==> config.mk <==
export PLATFORM = sky130hd
export DESIGN_NAME = job_dispatch_chunk_balancer_core
export DESIGN_NICKNAME = d
export VERILOG_FILES = /design/src/jdcb_pkg.sv /design/src/jdcb_pick.sv /design/src/job_dispatch_chunk_balancer_core.sv
export SDC_FILE = /design/constraint.sdc
export NUM_CORES = 1
export LEC_CHECK = 0
export BUFFER_PORTS_ARGS = -buffer_cell sky130_fd_sc_hd__buf_2
export CORE_MARGIN = 3
export CORE_UTILIZATION = 59
export DETAILED_ROUTE_END_ITERATION = 16
export PLACE_DENSITY = 0.83
export SYNTH_ARGS = -nofsm -noshare
export SYNTH_HDL_FRONTEND = slang
export SYNTH_HIERARCHICAL = 1
export SYNTH_SLANG_ARGS = --single-unit
==> constraint.sdc <==
create_clock -name clk -period 6 [get_ports clk]
set_clock_uncertainty 0.2 [all_clocks]
set_input_delay 0.3 -clock clk [delete_from_list [all_inputs] [get_ports clk]]
set_output_delay 0.3 -clock clk [all_outputs]
set_load 0.05 [all_outputs]
==> src/jdcb_pkg.sv <==
`timescale 1ns / 1ps
// ============================================================================
// jdcb_pkg
// Shared types, codes and helpers of the chunk balancer.
// ============================================================================
package jdcb_pkg;

    localparam int QLEN_W     = 10;   // width of one queue length field
    localparam int NUM_QUEUES = 8;    // queue length fields in a request
    localparam int RND_BITS   = 16;   // LFSR width
    localparam int PADDR_W    = 5;    // seven 32-bit registers at 4*i

    // register indexes (paddr[4:2])
    localparam logic [2:0] REG_WORKER_COUNT = 3'd0;
    localparam logic [2:0] REG_SELECT_MODE  = 3'd1;
    localparam logic [2:0] REG_CHUNK_MODE   = 3'd2;
    localparam logic [2:0] REG_TOTAL_JOBS   = 3'd3;
    localparam logic [2:0] REG_MAX_CHUNK    = 3'd4;
    localparam logic [2:0] REG_FIXED_CHUNK  = 3'd5;
    localparam logic [2:0] REG_RANDOM_SEED  = 3'd6;

    // register reset values
    localparam logic [3:0]  RST_WORKER_COUNT = 4'd8;
    localparam logic [1:0]  RST_SELECT_MODE  = 2'd0;
    localparam logic [1:0]  RST_CHUNK_MODE   = 2'd0;
    localparam logic [15:0] RST_TOTAL_JOBS   = 16'd1000;
    localparam logic [7:0]  RST_MAX_CHUNK    = 8'd16;
    localparam logic [7:0]  RST_FIXED_CHUNK  = 8'd4;
    localparam logic [15:0] RST_RANDOM_SEED  = 16'd44257;

    // worker selection modes
    localparam logic [1:0] SEL_ROUND_ROBIN = 2'd0;
    localparam logic [1:0] SEL_RANDOM      = 2'd1;
    localparam logic [1:0] SEL_SHORTEST    = 2'd2;

    // chunk sizing modes
    localparam logic [1:0] CHUNK_FIXED  = 2'd0;
    localparam logic [1:0] CHUNK_LINEAR = 2'd1;
    localparam logic [1:0] CHUNK_DOUBLE = 2'd2;

    localparam logic [3:0] ATTEMPT_MAX = 4'd15;

    typedef struct packed {
        logic              start_req;
        logic              accepted;
        logic [QLEN_W-1:0] queue_len_0;
        logic [QLEN_W-1:0] queue_len_1;
        logic [QLEN_W-1:0] queue_len_2;
        logic [QLEN_W-1:0] queue_len_3;
        logic [QLEN_W-1:0] queue_len_4;
        logic [QLEN_W-1:0] queue_len_5;
        logic [QLEN_W-1:0] queue_len_6;
        logic [QLEN_W-1:0] queue_len_7;
    } jdcb_status_t;

    typedef struct packed {
        logic [2:0]  target_worker;
        logic [7:0]  offer_size;
        logic        new_chunk;
        logic [15:0] jobs_left;
        logic        all_done;
    } jdcb_offer_t;

    typedef enum logic [2:0] {
        ST_IDLE,
        ST_UPDATE,
        ST_SIZE,
        ST_PICK,
        ST_EMIT
    } jdcb_state_t;

    typedef enum logic [1:0] {
        ACT_DONE,
        ACT_FRESH,
        ACT_STALE
    } jdcb_action_t;

    typedef struct packed {
        logic                start;
        logic [1:0]          mode;
        logic [3:0]          workers;   // 1..8
        logic [2:0]          last;
        logic [RND_BITS-1:0] rnd;
    } jdcb_pick_cmd_t;

    typedef struct packed {
        logic       done;
        logic [2:0] sel;
    } jdcb_pick_res_t;

    // x^16 + x^14 + x^13 + x^11 + 1, shift right
    function automatic logic [RND_BITS-1:0] lfsr_next(input logic [RND_BITS-1:0] s);
        logic fb;
        fb = s[0] ^ s[2] ^ s[3] ^ s[5];
        return {fb, s[RND_BITS-1:1]};
    endfunction

endpackage

==> src/jdcb_pick.sv <==
`timescale 1ns / 1ps
// ============================================================================
// jdcb_pick
// Worker selection unit: one shared subtractor serves a bit-serial modulo
// (random mode) and a linear argmin scan (shortest queue mode).
// ============================================================================
module jdcb_pick
    import jdcb_pkg::*;
#(
    parameter int QW = 10
)
(
    input  logic                          clk,
    input  logic                          rst_n,
    input  jdcb_pick_cmd_t                cmd,
    input  logic [NUM_QUEUES-1:0][QW-1:0] qlen,
    output jdcb_pick_res_t                res
);

    localparam int UW = (QW > 4) ? QW : 4;

    logic                busy_reg, busy_next;
    logic                done_reg, done_next;
    logic [1:0]          mode_reg, mode_next;
    logic [3:0]          wc_reg, wc_next;
    logic [4:0]          cnt_reg, cnt_next;
    logic [UW-1:0]       acc_reg, acc_next;
    logic [2:0]          sel_reg, sel_next;
    logic [RND_BITS-1:0] rnd_reg, rnd_next;

    logic [UW-1:0] op_a, op_b;
    logic [UW:0]   diff;
    logic          borrow;
    logic [3:0]    wc_m1;
    logic [3:0]    prev;

    // shared subtractor: remainder step or queue compare
    always_comb
    begin
        if (mode_reg == SEL_RANDOM)
        begin
            op_a = UW'({acc_reg[2:0], rnd_reg[RND_BITS-1]});
            op_b = UW'(wc_reg);
        end
        else
        begin
            op_a = UW'(qlen[cnt_reg[2:0]]);
            op_b = acc_reg;
        end
        diff   = {1'b0, op_a} - {1'b0, op_b};
        borrow = diff[UW];
    end

    always_comb
    begin
        busy_next = busy_reg;
        done_next = 1'b0;
        mode_next = mode_reg;
        wc_next   = wc_reg;
        cnt_next  = cnt_reg;
        acc_next  = acc_reg;
        sel_next  = sel_reg;
        rnd_next  = rnd_reg;
        wc_m1     = cmd.workers - 4'd1;
        prev      = ({1'b0, cmd.last} > wc_m1) ? wc_m1 : {1'b0, cmd.last};

        if (cmd.start)
        begin
            mode_next = cmd.mode;
            wc_next   = cmd.workers;
            rnd_next  = cmd.rnd;
            unique case (cmd.mode)
                SEL_RANDOM:
                begin
                    cnt_next  = 5'(RND_BITS);
                    acc_next  = '0;
                    busy_next = 1'b1;
                end
                SEL_SHORTEST:
                begin
                    cnt_next  = 5'd1;
                    acc_next  = UW'(qlen[0]);
                    sel_next  = 3'd0;
                    busy_next = 1'b1;
                end
                default:
                begin
                    sel_next  = (prev == wc_m1) ? 3'd0 : 3'(prev + 4'd1);
                    done_next = 1'b1;
                end
            endcase
        end
        else if (busy_reg)
        begin
            if (mode_reg == SEL_RANDOM)
            begin
                if (cnt_reg == 5'd0)
                begin
                    busy_next = 1'b0;
                    done_next = 1'b1;
                    sel_next  = acc_reg[2:0];
                end
                else
                begin
                    acc_next = borrow ? op_a : diff[UW-1:0];
                    rnd_next = {rnd_reg[RND_BITS-2:0], 1'b0};
                    cnt_next = cnt_reg - 5'd1;
                end
            end
            else
            begin
                if (cnt_reg >= {1'b0, wc_reg})
                begin
                    busy_next = 1'b0;
                    done_next = 1'b1;
                end
                else
                begin
                    if (borrow)
                    begin
                        acc_next = op_a;
                        sel_next = cnt_reg[2:0];
                    end
                    cnt_next = cnt_reg + 5'd1;
                end
            end
        end
    end

    always_ff @(posedge clk or negedge rst_n)
    begin
        if (!rst_n)
        begin
            busy_reg <= 1'b0;
            done_reg <= 1'b0;
            mode_reg <= SEL_ROUND_ROBIN;
            cnt_reg  <= '0;
        end
        else
        begin
            busy_reg <= busy_next;
            done_reg <= done_next;
            mode_reg <= mode_next;
            cnt_reg  <= cnt_next;
        end
    end

    always_ff @(posedge clk)
    begin
        wc_reg  <= wc_next;
        acc_reg <= acc_next;
        sel_reg <= sel_next;
        rnd_reg <= rnd_next;
    end

    assign res.done = done_reg;
    assign res.sel  = sel_reg;

    a_no_restart: assert property (@(posedge clk) disable iff (!rst_n)
        cmd.start |-> !busy_reg)
        else $error("pick launched while busy");

    a_sel_in_range: assert property (@(posedge clk) disable iff (!rst_n)
        done_reg |-> ({1'b0, sel_reg} < wc_reg))
        else $error("selected worker outside worker count");

    a_done_pulse: assert property (@(posedge clk) disable iff (!rst_n)
        done_reg |=> !done_reg)
        else $error("done held longer than one cycle");

endmodule

==> src/job_dispatch_chunk_balancer_core.sv <==
`timescale 1ns / 1ps
// ============================================================================
// job_dispatch_chunk_balancer_core
// Chunk dispatcher: sizes chunks of jobs and offers them to workers chosen by
// round robin, LFSR random or shortest queue.
// ============================================================================
//
//  Channel   Signals                          Carries
//  --------  -------------------------------  ----------------------------------
//  status    status_valid/status_ready/status  start or last offer outcome + queues
//  offer     offer_valid/offer_ready/offer     next offer (worker, size) or done
//  apb       psel/penable/pwrite/paddr/...     seven config registers at 4*i
//
//  Sequence: a request passes UPDATE, SIZE, PICK and EMIT from accept to
//    the next accept; the shortest queue scan walks the workers in PICK and
//    the bit-serial LFSR mod worker_count runs in the shared subtractor of jdcb_pick.
//    A done answer skips PICK.
//  Reset: rst_n async low; registers load their defaults, no jobs remain, so
//    every request other than a start answers done.
//  Stalls: status_ready is high only between requests; a finished offer waits
//    in the output register, and the next request is taken meanwhile.
//
module job_dispatch_chunk_balancer_core
    import jdcb_pkg::*;
#(
    parameter int MAX_WORKERS    = 8,
    parameter int QUEUE_LEN_BITS = 10
)
(
    input  logic               clk,
    input  logic               rst_n,
    // configuration
    input  logic               psel,
    input  logic               penable,
    input  logic               pwrite,
    input  logic [PADDR_W-1:0] paddr,
    input  logic [31:0]        pwdata,
    output logic [31:0]        prdata,
    output logic               pready,
    // requests
    input  logic               status_valid,
    output logic               status_ready,
    input  jdcb_status_t       status,
    // offers
    output logic               offer_valid,
    input  logic               offer_ready,
    output jdcb_offer_t        offer
);

    // usable workers and compared queue bits
    localparam int EFF_CAP = (MAX_WORKERS < NUM_QUEUES) ? MAX_WORKERS : NUM_QUEUES;
    localparam int QW      = (QUEUE_LEN_BITS < QLEN_W) ? QUEUE_LEN_BITS : QLEN_W;

    // ---------------------------------------------------------------- config
    logic [3:0]  cfg_workers_reg;
    logic [1:0]  cfg_select_reg;
    logic [1:0]  cfg_chunk_reg;
    logic [15:0] cfg_total_reg;
    logic [7:0]  cfg_max_reg;
    logic [7:0]  cfg_fixed_reg;
    logic [15:0] cfg_seed_reg;

    logic       cfg_write;
    logic [2:0] cfg_index;

    assign pready    = 1'b1;
    assign cfg_write = psel && penable && pwrite;
    assign cfg_index = paddr[PADDR_W-1:2];

    always_ff @(posedge clk or negedge rst_n)
    begin
        if (!rst_n)
        begin
            cfg_workers_reg <= RST_WORKER_COUNT;
            cfg_select_reg  <= RST_SELECT_MODE;
            cfg_chunk_reg   <= RST_CHUNK_MODE;
            cfg_total_reg   <= RST_TOTAL_JOBS;
            cfg_max_reg     <= RST_MAX_CHUNK;
            cfg_fixed_reg   <= RST_FIXED_CHUNK;
            cfg_seed_reg    <= RST_RANDOM_SEED;
        end
        else if (cfg_write)
        begin
            unique case (cfg_index)
                REG_WORKER_COUNT: cfg_workers_reg <= pwdata[3:0];
                REG_SELECT_MODE:  cfg_select_reg  <= pwdata[1:0];
                REG_CHUNK_MODE:   cfg_chunk_reg   <= pwdata[1:0];
                REG_TOTAL_JOBS:   cfg_total_reg   <= pwdata[15:0];
                REG_MAX_CHUNK:    cfg_max_reg     <= pwdata[7:0];
                REG_FIXED_CHUNK:  cfg_fixed_reg   <= pwdata[7:0];
                REG_RANDOM_SEED:  cfg_seed_reg    <= pwdata[15:0];
                default:          ;
            endcase
        end
    end

    always_comb
    begin
        unique case (cfg_index)
            REG_WORKER_COUNT: prdata = 32'(cfg_workers_reg);
            REG_SELECT_MODE:  prdata = 32'(cfg_select_reg);
            REG_CHUNK_MODE:   prdata = 32'(cfg_chunk_reg);
            REG_TOTAL_JOBS:   prdata = 32'(cfg_total_reg);
            REG_MAX_CHUNK:    prdata = 32'(cfg_max_reg);
            REG_FIXED_CHUNK:  prdata = 32'(cfg_fixed_reg);
            REG_RANDOM_SEED:  prdata = 32'(cfg_seed_reg);
            default:          prdata = '0;
        endcase
    end

    // ------------------------------------------------------------ run state
    jdcb_state_t   state_reg, state_next;
    jdcb_action_t  action_reg, action_next;
    logic          start_reg, start_next;
    logic          taken_reg, taken_next;
    logic [15:0]   remaining_reg, remaining_next;
    logic [7:0]    chunk_reg, chunk_next;
    logic [2:0]    last_worker_reg, last_worker_next;
    logic [3:0]    attempt_reg, attempt_next;
    logic          batch_ok_reg, batch_ok_next;
    logic          first_chunk_reg, first_chunk_next;
    logic [15:0]   lfsr_state_reg, lfsr_state_next;
    logic          offer_valid_reg, offer_valid_next;
    jdcb_offer_t   offer_reg, offer_next;
    logic [NUM_QUEUES-1:0][QW-1:0] qlen_reg, qlen_next;

    jdcb_pick_cmd_t pick_cmd;
    jdcb_pick_res_t pick_res;

    // worker count: zero means one, clipped to the usable workers
    logic [3:0] eff_workers;
    assign eff_workers = (cfg_workers_reg == 4'd0) ? 4'd1 :
                         (cfg_workers_reg > 4'(EFF_CAP)) ? 4'(EFF_CAP) : cfg_workers_reg;

    // chunk sizing, from the already updated jobs left
    logic [7:0] max_eff;
    logic [8:0] grow;
    logic [7:0] size_clamped;
    logic [7:0] fresh_size;

    always_comb
    begin
        max_eff = (cfg_max_reg == 8'd0) ? 8'd1 : cfg_max_reg;
        if (first_chunk_reg)
            grow = {1'b0, max_eff};
        else if (cfg_chunk_reg == CHUNK_LINEAR)
            grow = batch_ok_reg ? ({1'b0, chunk_reg} + 9'd1)
                 : ((chunk_reg != 8'd0) ? ({1'b0, chunk_reg} - 9'd1) : 9'd0);
        else
            grow = batch_ok_reg ? {chunk_reg, 1'b0} : {2'b00, chunk_reg[7:1]};

        unique case (cfg_chunk_reg)
            CHUNK_LINEAR, CHUNK_DOUBLE:
            begin
                if (grow == 9'd0)
                    size_clamped = 8'd1;
                else if (grow > {1'b0, max_eff})
                    size_clamped = max_eff;
                else
                    size_clamped = grow[7:0];
            end
            default:
                size_clamped = (cfg_fixed_reg == 8'd0) ? 8'd1 : cfg_fixed_reg;
        endcase

        fresh_size = ({8'd0, size_clamped} > remaining_reg) ? remaining_reg[7:0]
                                                             : size_clamped;
    end

    // pick unit launch
    assign pick_cmd.start   = (state_reg == ST_SIZE) && (action_reg != ACT_DONE);
    assign pick_cmd.mode    = cfg_select_reg;
    assign pick_cmd.workers = eff_workers;
    assign pick_cmd.last    = last_worker_reg;
    assign pick_cmd.rnd     = lfsr_next(lfsr_state_reg);

    jdcb_pick #(
        .QW (QW)
    ) u_pick (
        .clk   (clk),
        .rst_n (rst_n),
        .cmd   (pick_cmd),
        .qlen  (qlen_reg),
        .res   (pick_res)
    );

    // --------------------------------------------------------------- sequencer
    logic [15:0] used_jobs;
    assign used_jobs = ({8'd0, chunk_reg} > remaining_reg) ? remaining_reg
                                                            : {8'd0, chunk_reg};

    always_comb
    begin
        state_next       = state_reg;
        action_next      = action_reg;
        start_next       = start_reg;
        taken_next       = taken_reg;
        remaining_next   = remaining_reg;
        chunk_next       = chunk_reg;
        last_worker_next = last_worker_reg;
        attempt_next     = attempt_reg;
        batch_ok_next    = batch_ok_reg;
        first_chunk_next = first_chunk_reg;
        lfsr_state_next  = lfsr_state_reg;
        qlen_next        = qlen_reg;
        offer_next       = offer_reg;
        offer_valid_next = offer_valid_reg && !offer_ready;
        status_ready     = 1'b0;

        unique case (state_reg)
            ST_IDLE:
            begin
                status_ready = 1'b1;
                if (status_valid)
                begin
                    start_next   = status.start_req;
                    taken_next   = status.accepted;
                    qlen_next[0] = status.queue_len_0[QW-1:0];
                    qlen_next[1] = status.queue_len_1[QW-1:0];
                    qlen_next[2] = status.queue_len_2[QW-1:0];
                    qlen_next[3] = status.queue_len_3[QW-1:0];
                    qlen_next[4] = status.queue_len_4[QW-1:0];
                    qlen_next[5] = status.queue_len_5[QW-1:0];
                    qlen_next[6] = status.queue_len_6[QW-1:0];
                    qlen_next[7] = status.queue_len_7[QW-1:0];
                    state_next   = ST_UPDATE;
                end
            end

            // apply the outcome of the last offer, decide what comes next
            ST_UPDATE:
            begin
                if (start_reg)
                begin
                    remaining_next   = cfg_total_reg;
                    lfsr_state_next  = (cfg_seed_reg == 16'd0) ? 16'd1 : cfg_seed_reg;
                    first_chunk_next = 1'b1;
                    batch_ok_next    = 1'b0;
                    last_worker_next = 3'd0;
                    attempt_next     = 4'd0;
                    chunk_next       = 8'd0;
                    action_next      = (cfg_total_reg == 16'd0) ? ACT_DONE : ACT_FRESH;
                end
                else if (remaining_reg == 16'd0)
                    action_next = ACT_DONE;
                else if (taken_reg)
                begin
                    remaining_next = remaining_reg - used_jobs;
                    batch_ok_next  = 1'b1;
                    action_next    = ({8'd0, chunk_reg} >= remaining_reg) ? ACT_DONE
                                                                          : ACT_FRESH;
                end
                else if (attempt_reg >= eff_workers)
                begin
                    // every worker refused: resize as after a failed batch (smaller in linear and doubling modes)
                    batch_ok_next = 1'b0;
                    action_next   = ACT_FRESH;
                end
                else
                    action_next = ACT_STALE;
                state_next = ST_UPDATE == state_reg ? ST_SIZE : state_reg;
            end

            ST_SIZE:
            begin
                if (action_reg == ACT_DONE)
                    state_next = ST_EMIT;
                else
                begin
                    if (action_reg == ACT_FRESH)
                    begin
                        chunk_next       = fresh_size;
                        first_chunk_next = 1'b0;
                        attempt_next     = 4'd0;
                    end
                    if (cfg_select_reg == SEL_RANDOM)
                        lfsr_state_next = pick_cmd.rnd;
                    state_next = ST_PICK;
                end
            end

            ST_PICK:
            begin
                if (pick_res.done)
                begin
                    last_worker_next = pick_res.sel;
                    if (attempt_reg != ATTEMPT_MAX)
                        attempt_next = attempt_reg + 4'd1;
                    state_next = ST_EMIT;
                end
            end

            ST_EMIT:
            begin
                if (!offer_valid_reg || offer_ready)
                begin
                    if (action_reg == ACT_DONE)
                    begin
                        offer_next          = '0;
                        offer_next.all_done = 1'b1;
                    end
                    else
                    begin
                        offer_next.target_worker = last_worker_reg;
                        offer_next.offer_size    = chunk_reg;
                        offer_next.new_chunk     = (action_reg == ACT_FRESH);
                        offer_next.jobs_left     = remaining_reg;
                        offer_next.all_done      = 1'b0;
                    end
                    offer_valid_next = 1'b1;
                    state_next       = ST_IDLE;
                end
            end

            default:
                state_next = ST_IDLE;
        endcase
    end

    always_ff @(posedge clk or negedge rst_n)
    begin
        if (!rst_n)
        begin
            state_reg       <= ST_IDLE;
            action_reg      <= ACT_DONE;
            start_reg       <= 1'b0;
            taken_reg       <= 1'b0;
            remaining_reg   <= '0;
            chunk_reg       <= '0;
            last_worker_reg <= '0;
            attempt_reg     <= '0;
            batch_ok_reg    <= 1'b0;
            first_chunk_reg <= 1'b1;
            lfsr_state_reg  <= RST_RANDOM_SEED;
            offer_valid_reg <= 1'b0;
        end
        else
        begin
            state_reg       <= state_next;
            action_reg      <= action_next;
            start_reg       <= start_next;
            taken_reg       <= taken_next;
            remaining_reg   <= remaining_next;
            chunk_reg       <= chunk_next;
            last_worker_reg <= last_worker_next;
            attempt_reg     <= attempt_next;
            batch_ok_reg    <= batch_ok_next;
            first_chunk_reg <= first_chunk_next;
            lfsr_state_reg  <= lfsr_state_next;
            offer_valid_reg <= offer_valid_next;
        end
    end

    always_ff @(posedge clk)
    begin
        qlen_reg  <= qlen_next;
        offer_reg <= offer_next;
    end

    assign offer_valid = offer_valid_reg;
    assign offer       = offer_reg;

    // -------------------------------------------------------------- checks
    a_done_is_clean: assert property (@(posedge clk) disable iff (!rst_n)
        offer_valid && offer.all_done |->
            offer.offer_size == 8'd0 && offer.jobs_left == 16'd0 && !offer.new_chunk)
        else $error("done offer carries payload");

    a_offer_size_ok: assert property (@(posedge clk) disable iff (!rst_n)
        offer_valid && !offer.all_done |->
            offer.offer_size != 8'd0 && {8'd0, offer.offer_size} <= offer.jobs_left)
        else $error("offer size zero or above jobs left");

    a_worker_in_range: assert property (@(posedge clk) disable iff (!rst_n)
        offer_valid && !offer.all_done |-> {1'b0, offer.target_worker} < eff_workers)
        else $error("offer targets a worker outside the count");

endmodule

==> flow_summary.ini <==
[yosys]
synth_xor_xnor_area_share_pct = 1.42
synth_area_um2 = 14800
synth_seq_area_share_pct = 49.6
synthAdderAreaFrac_pct = 5.81
synth_warnings = 6
synth-edff-count = 142
synth_async_sr_flop_share_pct = 46.2
yosysUniqueCellTypes = 95
yosys.area_share.simple_pct = 12.5
synth_compound_area_share_pct = 13.6
synth_cells = 1329
ys.flop_type = edfxtp_1
ys_seq_elements = 264
synthMuxAreaShare_pct = 12.2
synth_top_family_by_area = compound AO/OA/AOI/OAI gates
syn_area_per_cell_um2 = 11.1

[timing]
setup_slack_ns = 0.405
fin_crit_ns = 5.59
fmax_mhz = 179
finalHoldViolCount = 0
fin_tns_setup_ns = 0
final_max_slew_viol_count = 0
worst_pin_slew_ns = 1.40
fin_crit_sh_pct = 93.2
finalSetupViolations = 0
hold-worst-slack_ns = 0.110
max-slew-margin-rel_pct = 6.42

[grt]
gr-total-overflow = 0
grt_first_pass_wirelength_um = 65200
grt_max_degree = 81
grt_pass1_vias = 11900
antenna_found_initial = 2
grt_use_total_pct = 30.9

[cells_and_area]
area_delta_synth_final_pct = 20.4
drive_gt1_share_pct = 23.8
largest_register_ffs = 80
nets = 1761
n_antenna_cell = 0
fin_cells = 1914

[clocking]
cts_root_buf = clkbuf_16
cts.path.max_buffers = 3
cts_tree = built
numCtsBuffers = 28
cts_max_level = 1
clk_latency_ns = 0.57
cts.clk_slew.worst_paths_ns = 0.07
clock-sinks = 264

[worst_setup_path]
path_cells = inv_1, ha_1, nor4b_4, nor4b_1, a311o_1, o32a_1, ha_1, nand4_1, or2_2, o221ai_1, nand2b_1, mux2_2, mux2i_1, nor2_1, ha_1, and4b_1, a2111oi_1, o31ai_1, o311ai_0, nand2_1, o21bai_1, o21ai_0
critPathLaunchType = register
cp_common_cell = ha_1
arrival_ns = 5.85
critical_path.slowest_cell = o32a_1
critical_path_class = reg -> reg
cp_data_required_time_ns = 6.25
slowest_delay_ns = 0.40
r2r_cells = 22
setup.worst_path.end_class = register
path_max_fanout = 6

[pwr]
ir_drop_uv = 351
power_density_nw_per_um2 = 533
power_leakage_nw = 7.45

[placed_design]
placed_cells = 1753
port_buffers = 154
globalplace.congestion = 0.921
dp_hpwl_um = 24800
dp_slack_ns = 0.287

[drt]
drtIter0Drc = 1271
routed_via_density = 6.33
dr.pass1.iters = 6
wl_per_cell_um = 21.9
drtAntennaViolNets = 0
totalWireLength_um = 41900
vias = 12100
drc = 0

[floorplanning]
dieArea_um2 = 27000
core_area_um2 = 24500
die_height_um = 164
die_w_um = 164
start_util_pct = 60.5
ioPinCount = 190
num_rows = 57

[hold_path]
hold_path_depth = 5
hold_class = in -> reg

[status]
status = completed

[job]
drv_cap = 0
cell usage in the layout (no fill, tap or decap), types with 11 or more instances in the layout:
cell type	n
a21o_1	13
a21oi_1	54
a22oi_1	22
buf_2	153
buf_4	27
clkbuf_16	29
conb_1	17
dfrtp_1	93
dfstp_2	26
dlygate4sd3_1	105
edfxtp_1	142
ha_1	64
inv_1	61
mux2_2	75
mux2i_1	51
mux4_2	19
nand2_1	100
nand2b_1	15
nand3_1	22
nand4_1	16
nor2_1	93
nor2b_1	31
nor3_1	23
nor4_1	13
o21ai_0	73
o21ai_1	15
o22ai_1	11
xnor2_1	15
stage by stage:
stage	total power [W]	cell area (um2)	utilization (%)
floorplan	0.00635	14900	-
global placement	0.00718	15800	64.4
detailed placement	0.00734	15800	64.4
CTS	0.00923	17800	72.6
global route	0.0101	17800	72.8
finish	0.00951	17800	72.8
repair_timing:
item                                    in CTS  in global routing
buffers inserted                             0                  4
gates resized for setup                      0                 10
hold buffers                               105                  0
hold endpoints to repair                   205                  0
endpoints found under the setup margin       0                  8
cell usage after synthesis (4+ instances only):
master     count  area (um2)
clkbuf_1      49         184
buf_2          8        40.0
a211o_1        4        35.0
nand2_1      100         375
a22o_1         9        78.8
nand2b_1      15        93.8
a31oi_1       10        62.6
o21a_1         7        52.6
nor2b_1       32         200
edfxtp_1     142        4260
o21ai_1       13        65.1
xor2_1         9        78.8
nand3_1       22         110
buf_1          9        33.8
and3_1        10        62.6
and2_1         7        43.8
a211oi_1      12        90.1
nor3_1        23         115
o21ai_0       75         375
dfrtp_1       96        2400
or2_2          6        37.5
nor4_1        13        81.3
buf_6          4        45.0
a311oi_1       8        70.1
ha_1          64         801
mux4_2        19         428
o22ai_1       11        68.8
a22oi_1       22         165
dfstp_2       26         683
o311ai_0       5        43.8
a21o_1        13        97.6
buf_4         19         143
nor2_1        95         357
nand4_1       16         100
a21oi_1       54         270
a2bb2oi_1      5        43.8
o211a_1        4        40.0
mux2_2        75         845
or3_1          9        56.3
o31ai_1        5        37.5
xnor2_1       15         131
mux2i_1       51         510
inv_1         61         229
routing by layer:
layer	up-vias	global-route usage, %	part of all wire [%]
met5	-	0	0.093
met4	6	13.9	4.6
met3	152	6.07	8.9
met2	709	49.2	47
met1	5850	41.4	39
li1	5390	-	-
path summary, 6_finish.rpt:
path,startpoint,end,slack [ns]
setup / recovery,chunk_reg[0],chunk_reg[4],0.41
hold / removal,penable,cfg_select_reg[1],0.11
setup reg to reg,chunk_reg[0],chunk_reg[4],0.41
hold reg to reg,lfsr_state_reg[7],lfsr_state_reg[7],0.30
max in group asynchronous,rst_n,remaining_reg[5],4.12
min in group asynchronous,rst_n,cfg_fixed_reg[1],0.25
cell type report:
cell class,count,area [um2]
sequential,264,7350
multi-input combinational,926,6840
fill,1564,6640
timing repair buffer,285,2020
clock buffer,42,818
tap,324,405
inverter,63,238
clock inverter,10,141
kinds of logic after synthesis:
family          after synthesis
simple gates                371
fa+ha+maj                    67
flops                       264
xor+xnor                     24
mux                         146
buf+inv                     154
compound gates              301
other cells                   2
worst max-delay path, delay by kind of cell (launching register included):
kind | cells | cell delay [ns]
flops | 1 | 0.37
compound gates | 8 | 2.02
simple gates | 8 | 1.42
fa+ha+maj | 3 | 0.82
mux | 2 | 0.55
buf+inv | 1 | 0.10
power breakdown:
group	switching (W)	leakage, nW	internal (W)
clock	0.000762	0.474	0.00107
combinational	0.00266	4.18	0.00192
sequential	0.000546	2.79	0.00255
total	0.00397	7.45	0.00554
Note: power is estimated with default switching activity, not from simulation.
